## src/sv/spq_pkg.sv

```systemverilog
// Package for the sorted priority queue: sizes, command and status codes,
// cell control struct. Depends on nothing.
package spq_pkg;

    localparam int SPQ_CAPACITY  = 16;
    localparam int SPQ_KEY_WIDTH = 32;

    // fixed field widths of the stream words
    localparam int SPQ_CMD_W    = 2;
    localparam int SPQ_KEYIO_W  = 32;
    localparam int SPQ_STATUS_W = 2;
    localparam int SPQ_OCC_W    = 5;
    localparam int SPQ_OUT_DATA_W = ((SPQ_KEYIO_W + SPQ_OCC_W + 7) / 8) * 8;

    typedef enum logic [SPQ_CMD_W-1:0] {
        CMD_INSERT  = 2'd0,
        CMD_EXTRACT = 2'd1,
        CMD_PEEK    = 2'd2
    } t_spq_cmd;

    typedef enum logic [SPQ_STATUS_W-1:0] {
        ST_OK    = 2'd0,
        ST_EMPTY = 2'd1,
        ST_FULL  = 2'd2
    } t_spq_status;

    // broadcast to every cell for one word
    typedef struct packed {
        logic ins;  // insert the new key (queue not full)
        logic ext;  // drop the front key (queue not empty)
    } t_spq_ctl;

endpackage

```

## src/sv/spq_cell.sv

```systemverilog
// One slot of the sorted chain: holds a key, keeps it, takes the new key or
// takes a neighbour's key. Depends on spq_pkg.
module spq_cell
    import spq_pkg::*;
#(
    parameter int IDX      = 0,
    parameter int KEY_W    = SPQ_KEY_WIDTH,
    parameter int COUNT_W  = 5
) (
    input  logic               i_clk,
    input  t_spq_ctl           i_ctl,
    input  logic [KEY_W-1:0]   i_new_key,
    input  logic [COUNT_W-1:0] i_count,
    input  logic               i_left_keep,  // left cell holds a key <= new key
    input  logic [KEY_W-1:0]   i_left_key,
    input  logic [KEY_W-1:0]   i_right_key,
    output logic               o_keep,
    output logic [KEY_W-1:0]   o_key
);

    localparam logic [COUNT_W-1:0] IdxC = COUNT_W'(IDX);

    logic [KEY_W-1:0] r_key;
    logic [KEY_W-1:0] n_key;
    logic             occ;

    assign occ    = IdxC < i_count;
    assign o_keep = occ && (r_key <= i_new_key);
    assign o_key  = r_key;

    always_comb begin
        n_key = r_key;
        priority if (i_ctl.ins) begin
            priority if (o_keep) begin
                n_key = r_key;
            end else if (i_left_keep || (IDX == 0)) begin
                n_key = i_new_key;
            end else begin
                n_key = i_left_key;   // shift right to open the gap
            end
        end else if (i_ctl.ext) begin
            n_key = i_right_key;      // shift left over the removed front
        end else begin
            n_key = r_key;            // idle or read-only word
        end
    end

    always_ff @(posedge i_clk) begin
        r_key <= n_key;
    end

endmodule

```

## src/sv/sorted_priority_queue_unit.sv

```systemverilog
// Top level of the sorted priority queue: a chain of spq_cell slots, the
// key count and the output register. Depends on spq_pkg and spq_cell.
//
//  channel   dir  handshake                     payload
//  s_axis    in   i_s_axis_tvalid/o_s_axis_tready  tdata key_in, tuser command
//  m_axis    out  o_m_axis_tvalid/i_m_axis_tready  tdata key_out+occupancy,
//                                                  tuser status
//
// One word per cycle unless the output stalls: every cell compares the new key
// against its own slot in parallel and moves at most one step, so insert, extract
// and peek all finish in the cycle of acceptance; the result appears the cycle after.
// The input is taken whenever the output register is empty or being drained.
// Reset clears the key count and the output valid; slot keys are not reset and
// are only ever read below the count.
// A stalled output holds its word and stops further input until it is taken.
module sorted_priority_queue_unit
    import spq_pkg::*;
#(
    parameter int CAPACITY  = SPQ_CAPACITY,
    parameter int KEY_WIDTH = SPQ_KEY_WIDTH
) (
    input  logic                      i_clk,
    input  logic                      i_rst_n,
    // slave side
    input  logic                      i_s_axis_tvalid,
    output logic                      o_s_axis_tready,
    input  logic [SPQ_KEYIO_W-1:0]    i_s_axis_tdata,   // [31:0] key_in
    input  logic [SPQ_CMD_W-1:0]      i_s_axis_tuser,   // [1:0] command
    // master side
    output logic                      o_m_axis_tvalid,
    input  logic                      i_m_axis_tready,
    output logic [SPQ_OUT_DATA_W-1:0] o_m_axis_tdata,   // [31:0] key_out,
                                                        // [36:32] occupancy, rest 0
    output logic [SPQ_STATUS_W-1:0]   o_m_axis_tuser    // [1:0] status
);

    localparam int COUNT_W = $clog2(CAPACITY + 1);
    localparam logic [COUNT_W-1:0] FullCount = COUNT_W'(CAPACITY);
    localparam logic [COUNT_W-1:0] OneCount  = COUNT_W'(1);
    localparam int PAD_W = SPQ_OUT_DATA_W - SPQ_KEYIO_W - SPQ_OCC_W;

    // ---- handshake ----
    logic accept;
    assign o_s_axis_tready = !o_m_axis_tvalid || i_m_axis_tready;
    assign accept          = i_s_axis_tvalid && o_s_axis_tready;

    // ---- input key fitted to the slot width ----
    logic [KEY_WIDTH+SPQ_KEYIO_W-1:0] key_in_ext;
    logic [KEY_WIDTH-1:0]             new_key;
    assign key_in_ext = {{KEY_WIDTH{1'b0}}, i_s_axis_tdata};
    assign new_key    = key_in_ext[KEY_WIDTH-1:0];

    // ---- count and decode ----
    logic [COUNT_W-1:0] r_count;
    logic [COUNT_W-1:0] n_count;
    logic               empty;
    logic               full;
    t_spq_cmd           cmd;
    t_spq_ctl           ctl;

    assign empty = (r_count == '0);
    assign full  = (r_count == FullCount);
    assign cmd   = t_spq_cmd'(i_s_axis_tuser);

    // ---- cell chain ----
    logic [KEY_WIDTH-1:0] keys [CAPACITY];
    logic                 keep [CAPACITY];

    for (genvar g = 0; g < CAPACITY; g++) begin : g_cell
        logic [KEY_WIDTH-1:0] left_key;
        logic                 left_keep;
        logic [KEY_WIDTH-1:0] right_key;

        if (g == 0) begin : g_first
            assign left_key  = new_key;
            assign left_keep = 1'b0;
        end else begin : g_inner
            assign left_key  = keys[g-1];
            assign left_keep = keep[g-1];
        end

        if (g == CAPACITY - 1) begin : g_last
            assign right_key = keys[g];
        end else begin : g_mid
            assign right_key = keys[g+1];
        end

        spq_cell #(
            .IDX     (g),
            .KEY_W   (KEY_WIDTH),
            .COUNT_W (COUNT_W)
        ) u_cell (
            .i_clk       (i_clk),
            .i_ctl       (ctl),
            .i_new_key   (new_key),
            .i_count     (r_count),
            .i_left_keep (left_keep),
            .i_left_key  (left_key),
            .i_right_key (right_key),
            .o_keep      (keep[g]),
            .o_key       (keys[g])
        );
    end

    // ---- result of this word ----
    logic [KEY_WIDTH-1:0] res_key;
    t_spq_status          res_status;

    always_comb begin
        ctl        = '0;
        n_count    = r_count;
        res_key    = '0;
        res_status = ST_OK;
        unique case (cmd)
            CMD_INSERT: begin
                if (full) begin
                    res_status = ST_FULL;
                    res_key    = keys[0];
                end else begin
                    ctl.ins = accept;
                    n_count = r_count + OneCount;
                    // equal keys go behind, so the front only moves on a smaller key
                    res_key = (empty || (new_key < keys[0])) ? new_key : keys[0];
                end
            end
            CMD_EXTRACT: begin
                if (empty) begin
                    res_status = ST_EMPTY;
                end else begin
                    ctl.ext = accept;
                    n_count = r_count - OneCount;
                    res_key = keys[0];
                end
            end
            default: begin   // peek, and the unused code behaves as peek
                if (empty) begin
                    res_status = ST_EMPTY;
                end else begin
                    res_key = keys[0];
                end
            end
        endcase
    end

    // fit key and count to the fixed output fields
    logic [KEY_WIDTH+SPQ_KEYIO_W-1:0] res_key_ext;
    logic [COUNT_W+SPQ_OCC_W-1:0]     occ_ext;
    assign res_key_ext = {{SPQ_KEYIO_W{1'b0}}, res_key};
    assign occ_ext     = {{SPQ_OCC_W{1'b0}}, n_count};

    // ---- registers ----
    logic                      r_m_valid;
    logic [SPQ_OUT_DATA_W-1:0] r_m_data;
    logic [SPQ_STATUS_W-1:0]   r_m_user;

    always_ff @(posedge i_clk) begin
        if (!i_rst_n) begin
            r_count   <= '0;
            r_m_valid <= 1'b0;
        end else begin
            if (accept) begin
                r_count   <= n_count;
                r_m_valid <= 1'b1;
            end else if (i_m_axis_tready) begin
                r_m_valid <= 1'b0;
            end
        end
        if (accept) begin
            r_m_data <= {{PAD_W{1'b0}}, occ_ext[SPQ_OCC_W-1:0],
                         res_key_ext[SPQ_KEYIO_W-1:0]};
            r_m_user <= res_status;
        end
    end

    assign o_m_axis_tvalid = r_m_valid;
    assign o_m_axis_tdata  = r_m_data;
    assign o_m_axis_tuser  = r_m_user;

endmodule

```

## config.mk

```make
export PLATFORM = sky130hd
export DESIGN_NAME = sorted_priority_queue_unit
export DESIGN_NICKNAME = d
export VERILOG_FILES = /design/src/sv/spq_pkg.sv /design/src/sv/spq_cell.sv /design/src/sv/sorted_priority_queue_unit.sv
export SDC_FILE = /design/constraint.sdc
export NUM_CORES = 2
export LEC_CHECK = 0
export BUFFER_PORTS_ARGS = -buffer_cell sky130_fd_sc_hd__buf_2
export CORE_ASPECT_RATIO = 0.5
export CORE_MARGIN = 2
export CORE_UTILIZATION = 40
export DETAILED_ROUTE_END_ITERATION = 7
export HOLD_SLACK_MARGIN = 0.05
export PLACE_DENSITY = 0.52
export SETUP_SLACK_MARGIN = 0.2
export SYNTH_ARGS = -nofsm -noshare
export SYNTH_HDL_FRONTEND = slang
export SYNTH_SLANG_ARGS = --single-unit
```

## constraint.sdc

```tcl
create_clock -name i_clk -period 6.97 [get_ports i_clk]
set_input_delay 0.3485 -clock i_clk [delete_from_list [all_inputs] [get_ports i_clk]]
set_output_delay 0.3485 -clock i_clk [all_outputs]
set_load 0.05 [all_outputs]
```

## Word-level counts from Yosys, hierarchy flattened

Cells that the tools add are included.

| cells by class | value |
|---|---|
| add/subtract/negate cells | 2 |
| $lt $le $gt $ge | 33 |
| eq/ne operators | 17 |
| mux-type cells | 76 |
| bitwise logic cells | 1 |
| reduce and logical (&&, ||, !) cells | 40 |

Operator list:

| kind | count |
|---|---|
| $mux 32 | 64 |
| $le 32x32->1 | 16 |
| $lt 4x5->1 const A | 8 |
| $lt 32x32->1 | 1 |
| $reduce_and 2->1 | 16 |
| $ne 2x2->1 const B | 15 |
| $lt 3x5->1 const A | 4 |
| $logic_and 1x1->1 | 17 |
| $lt 1x5->1 const A | 2 |
| $lt 2x5->1 const A | 2 |
| $mux 5 | 2 |
| $pmux 5 s2 | 1 |
| $mux 1 | 7 |
| $add 5x1->5 const B | 1 |
| $eq 5x5->1 const B | 1 |
| $logic_not 5->1 | 1 |
| $sub 5x1->5 const B | 1 |
| $mux 2 | 2 |
| $reduce_bool 2->1 | 2 |
| $eq 2x1->1 const B | 1 |
| $logic_not 2->1 | 1 |
| $logic_or 1x1->1 | 2 |
| $logic_not 1->1 | 1 |
| $not 1->1 | 1 |

| storage, ports and cells | value |
|---|---|
| register bits after elaboration | 557 |
| input bits | 38 |
| output and inout port bits | 44 |

## Logic depth before layout (Yosys ltp)

| logic depth | value |
|---|---|
| word-level depth | 7 |
| depth in mapped cells | 13 |

## Cells and area by module

Synthesis repeated with hierarchy kept, for this count alone.

| unflattened totals | value |
|---|---|
| cells, all modules | 4343 |
| area total of the unflattened synthesis | 42270.5 µm² |

Modules (own cells, without submodules):

| module | instances | cells each | area an instance (µm²) | sequential area each (µm²) |
|---|---|---|---|---|
| spq_cell (g_cell[14].u_cell ...) | 2 | 257 | 2486.1 | 960.9 |
| spq_cell (g_cell[12].u_cell ...) | 2 | 262 | 2469.9 | 960.9 |
| sorted_priority_queue_unit | 1 | 268 | 2895.3 | 1291.2 |
| spq_cell (g_cell[7].u_cell) | 1 | 260 | 2521.2 | 960.9 |
| spq_cell (g_cell[3].u_cell) | 1 | 257 | 2491.1 | 960.9 |
| spq_cell (g_cell[2].u_cell) | 1 | 257 | 2487.4 | 960.9 |
| spq_cell (g_cell[5].u_cell) | 1 | 259 | 2484.9 | 960.9 |
| spq_cell (g_cell[1].u_cell) | 1 | 258 | 2483.6 | 960.9 |
| spq_cell (g_cell[10].u_cell) | 1 | 258 | 2481.1 | 960.9 |
| spq_cell (g_cell[4].u_cell) | 1 | 263 | 2468.6 | 960.9 |
| spq_cell (g_cell[11].u_cell) | 1 | 257 | 2464.9 | 960.9 |
| spq_cell (g_cell[9].u_cell) | 1 | 259 | 2464.9 | 960.9 |
| spq_cell (g_cell[13].u_cell) | 1 | 258 | 2462.4 | 960.9 |
| spq_cell (g_cell[15].u_cell) | 1 | 260 | 2456.1 | 960.9 |
| spq_cell (g_cell[0].u_cell) | 1 | 191 | 2197.1 | 960.9 |

## Least setup slack after synthesis

No wires, ideal clock.

| path | value |
|---|---|
| path kind | input-to-reg |
| start | input port i_s_axis_tdata[1] |
| end | register g_cell[7].u_cell.r_key[0], enable pin |
| arrival | 4.845 ns |
| setup slack | 1.660 ns |
| cell stages on the path | 12 |
| path through | clkbuf_1 -> inv_1 -> ha_1 -> nor2b_1 -> o211ai_1 -> a2111o_1 -> o211ai_1 -> and3_1 -> clkbuf_1 -> clkbuf_1 -> nor3_1 -> o21ai_0 |

| between the ends | value |
|---|---|
| cells in the longest elaborated chain, start to end | 4 |

Ends and longest elaborated chain:

| element | RTL line | source |
|---|---|---|
| from (decl) | sorted_priority_queue_unit.sv:27 | `input logic [SPQ_KEYIO_W-1:0] i_s_axis_tdata,` |
| $le 32x32->1 | spq_cell.sv:28 | `assign o_keep = occ && (r_key <= i_new_key);` |
| $logic_and 1x1->1 | spq_cell.sv:28 |  |
| $ne 2x2->1 (no source line) | n/a |  |
| $reduce_and 2->1 (no source line) | n/a |  |
| to (signal assigned) | spq_cell.sv:49 | `r_key <= n_key;` |
| to (decl) | spq_cell.sv:23 | `logic [KEY_W-1:0] r_key;` |

Every way passes these cells.
A chain may end at the register's enable or synchronous reset.

## Worst setup path in the final report

| path | value |
|---|---|
| start | register r_count[0] |
| end | register g_cell[13].u_cell.r_key[10], enable pin |

| between the ends | value |
|---|---|
| cells in the longest elaborated chain, start to end | 5 |
| elaborated cells between the ends (all ways) | 11 |
| those cells by class | order compare: 1; eq/ne: 2; mux: 4; reduce/logical: 4 |

Ends and longest elaborated chain:

| element | RTL line | source |
|---|---|---|
| from (decl) | sorted_priority_queue_unit.sv:54 | `logic [COUNT_W-1:0] r_count;` |
| from (signal assigned) | sorted_priority_queue_unit.sv:162 | `r_count <= n_count;` |
| parallel branches: the longest is 4 deep, another holds $lt 4x5->1 | n/a |  |
| $reduce_and 2->1 (no source line) * | n/a |  |
| to (signal assigned) | spq_cell.sv:49 |  |
| to (decl) | spq_cell.sv:23 |  |

Mark *: on every way between the ends.

==> metrics.yaml <==
logic_synthesis:
  synth-main-ff-cell: "edfxtp_1"
  syn_area_per_cell_um2: 10.5
  async_flop_share_pct: 0
  synth_edf_count: 551
  syn_inst: 3873
  synthDistinctLibCells: 74
  synth_seq_cells: 557
  ys_warn_count: 0
  syn_area_mm2: 0.0406
  ys_seq_area_share_pct: 41.1
floorplanning:
  ios: 82
  core_mm2: 0.100
  dieArea_mm2: 0.104
  die_w_um: 454
  rows: 82
  start_util_pct: 40.4
  chipHeight_um: 229
clock_network:
  path_clk_slew_ns: 0.06
  cts_hold_buf: 4
  h-tree-depth: 2
  cts_inserted_buffers: 59
  clkLatencyLatePin_ns: 0.67
  post_cts_buffers: 0
  post_cts_resized: 0
  cts_buffer_depth: 3
  clock-sinks: 557
  cts_root_buffer: "clkbuf_16"
  cts_tree: "built"
cells_and_area:
  final_cell_mix: "551 x edfxtp_1, 515 x ha_1, 474 x a21oi_1"
  final_util_pct: 43.6
  nFillCells: 9571
  drive_gt1_share_pct: 9.12
  layout_commonest_cell: "edfxtp_1"
  area_growth_pct: 7.89
  layout.nets: 4380
run_status:
  status: "finished clean"
timing:
  period_share_pct: 64.7
  slew_violations: 0
  tightestPinTransition_ns: 1.29
  finClkSkew_ns: 0.0242
  rsz0062_at_grt: "false"
  finalHoldViolCount: 0
  relSlewSlack_pct: 14.1
  clock.fmax_mhz: 222
  min_period_ns: 4.51
  setup_viol: 0
  fin_hold_ws_ns: 0.106
  fin_setup_tns_ns: 0
routing:
  drc: 0
  ant_nets: 0
  drtIter0Drc: 3487
  vias: 31800
  wl_mm: 133
  met2_wirelength_mm: 52.1
  route.met3.wl_mm: 11.8
  top_layer: "met5"
  wire_per_inst_um: 25.5
  dr.pass1.iters: 6
  drt-met1-wl_mm: 67.2
  via_per_inst: 6.10
global_routing:
  antenna_found_initial: 10
  globalRouteOverflowTotal: 0
  grt_pass1_vias: 30200
  grt_pass1_wl_mm: 199
  track_usage_pct: 24.9
  grt_max_degree: 214
critical_path:
  worstReg2RegEnd: "g_cell[13].u_cell.o_key[10]"
  crit_top_cell: "buf_4"
  worstPathCellList: "inv_1, ha_1, nor3b_1, nand2_1, and2_1, nand2_4, buf_4, o21ai_4, buf_4"
  r2r.worst_path.cells: 9
  critical_path_arrival_ns: 4.84
  slowest_stage: "dfxtp_1"
  worstSetupPathType: "flip-flop to flip-flop"
  path_max_fanout: 60
  worstPathRequired_ns: 7.29
  r2r_slack_ns: 2.46
  critPathCaptureType: "flip-flop"
  worstSetupStartpointType: "flip-flop"
  r2r_start: "r_count[0]"
  cp_slowest_stage_delay_ns: 0.85
min_path:
  hp-class: "input pin to flip-flop"
  worst_hold_startpoint: "i_s_axis_tuser[1]"
  min_to: "o_m_axis_tuser[1]"
  whs_path_depth: 2
power:
  p_leak_nw: 16.6
  power_density_mw_per_mm2: 208
  ir_drop_v: 0.000217
placed_design:
  io_buffers: 78
  dpl.hpwl_mm: 98.5
  routabilityCongestion: 0.898
job:
  cap_violations: 0
## critical path: cells and delay by family (launching register included)
family | cells | cell delay (ns)
adders and majority gates | 1 | 0.30
and+or+nand+nor | 4 | 0.99
buffers and inverters | 3 | 1.20
DFF | 1 | 0.85
AOI/OAI and AO/OA | 1 | 0.76
## final cells by class
| class | instances | area, um2 | area share, % |
|---|---|---|---|
| timing repair buffer | 173 | 1150 | 2.63 |
| sequential | 557 | 16700 | 38.1 |
| clock inverter | 31 | 385 | 0.881 |
| tap | 1344 | 1680 | 3.84 |
| multi-input combinational | 2955 | 22000 | 50.2 |
| inverter | 81 | 304 | 0.695 |
| antenna | 6 | 15.0 | 0.0343 |
| clock buffer | 73 | 1570 | 3.59 |
## sequential cells by signal, summed over array words and instances (netlist names)
name and flops:
r_count 5, o_m_axis_tdata 37, o_m_axis_tuser 2, o_m_axis_tvalid 1
g_cell.u_cell.o_key 512
## cell families (layout without fill, tap and decap cells)
kind of cell	after synthesis	in the layout	share of synthesized area (%)
compound gates	1200	1200	18.2
simple gates	851	851	9.90
flops	557	557	41.1
fa+ha+maj	515	515	15.9
mux	384	384	9.57
buf+inv	363	358	5.31
xor+xnor	2	2	0.0432
other cells	1	9	0.00924
## worst max path at each step
stage	cells past startpoint	from	slack [ns]	end
after floorplan	12	i_s_axis_tdata[1]	1.66	g_cell[7].u_cell.o_key[0]
after global placement	12	i_s_axis_tdata[29]	2.00	g_cell[2].u_cell.o_key[21]
after global routing	9	r_count[0]	2.23	g_cell[13].u_cell.o_key[10]
final	9	r_count[0]	2.46	g_cell[13].u_cell.o_key[10]
after CTS	9	r_count[0]	2.59	g_cell[13].u_cell.o_key[9]
after detailed placement	11	i_s_axis_tdata[21]	1.96	g_cell[2].u_cell.o_key[18]
## per-layer routing
metal,GRT usage (%),vias up
li1,-,14800
met1,40.4,15600
met2,34.1,1293
met3,4.48,138
met4,4.04,10
met5,0,-
## metrics by stage
step | instances | total power [W] | instance area [um2] | worst slack [ns]
final | 5220 | 0.00910 | 43800 | 2.46
after global placement | 5106 | 0.00571 | 41800 | 2.00
after floorplan | 3875 | 0.00522 | 40600 | 1.66
after CTS | 5214 | 0.00911 | 43800 | 2.59
after detailed placement | 5106 | 0.00575 | 41800 | 1.96
after global routing | 5216 | 0.00945 | 43800 | 2.23
## where the power goes
group	total, W	switching (W)	internal (W)
combinational	0.00164	0.00111	0.000536
sequential	0.00407	0.000154	0.00391
clock	0.00339	0.00147	0.00192
total	0.00910	0.00273	0.00637
## cell usage after synthesis, drive strengths merged (6+ instances only)
library cell	number	area, um2
o21ai	243	1220
a211oi	12	170
o31ai	74	586
o21a	6	45.0
a22o	34	298
nor4	11	68.8
o22ai	10	62.6
nor2	390	1470
clkbuf	186	1040
inv	80	300
o211ai	94	711
and4	28	248
and3	6	37.5
ha	515	6440
or3	9	86.3
edfxtp	551	16500
nor2b	22	138
a31oi	102	638
dfxtp	6	120
nand4bb	8	90.1
a221oi	28	298
nand4	98	681
nand3	20	100
a2111o	12	135
nand2	217	815
nor3	23	145
buf	94	790
a21oi	475	2380
mux2	32	360
a21o	88	661
mux2i	352	3520
(Power assumes the default switching activity.)
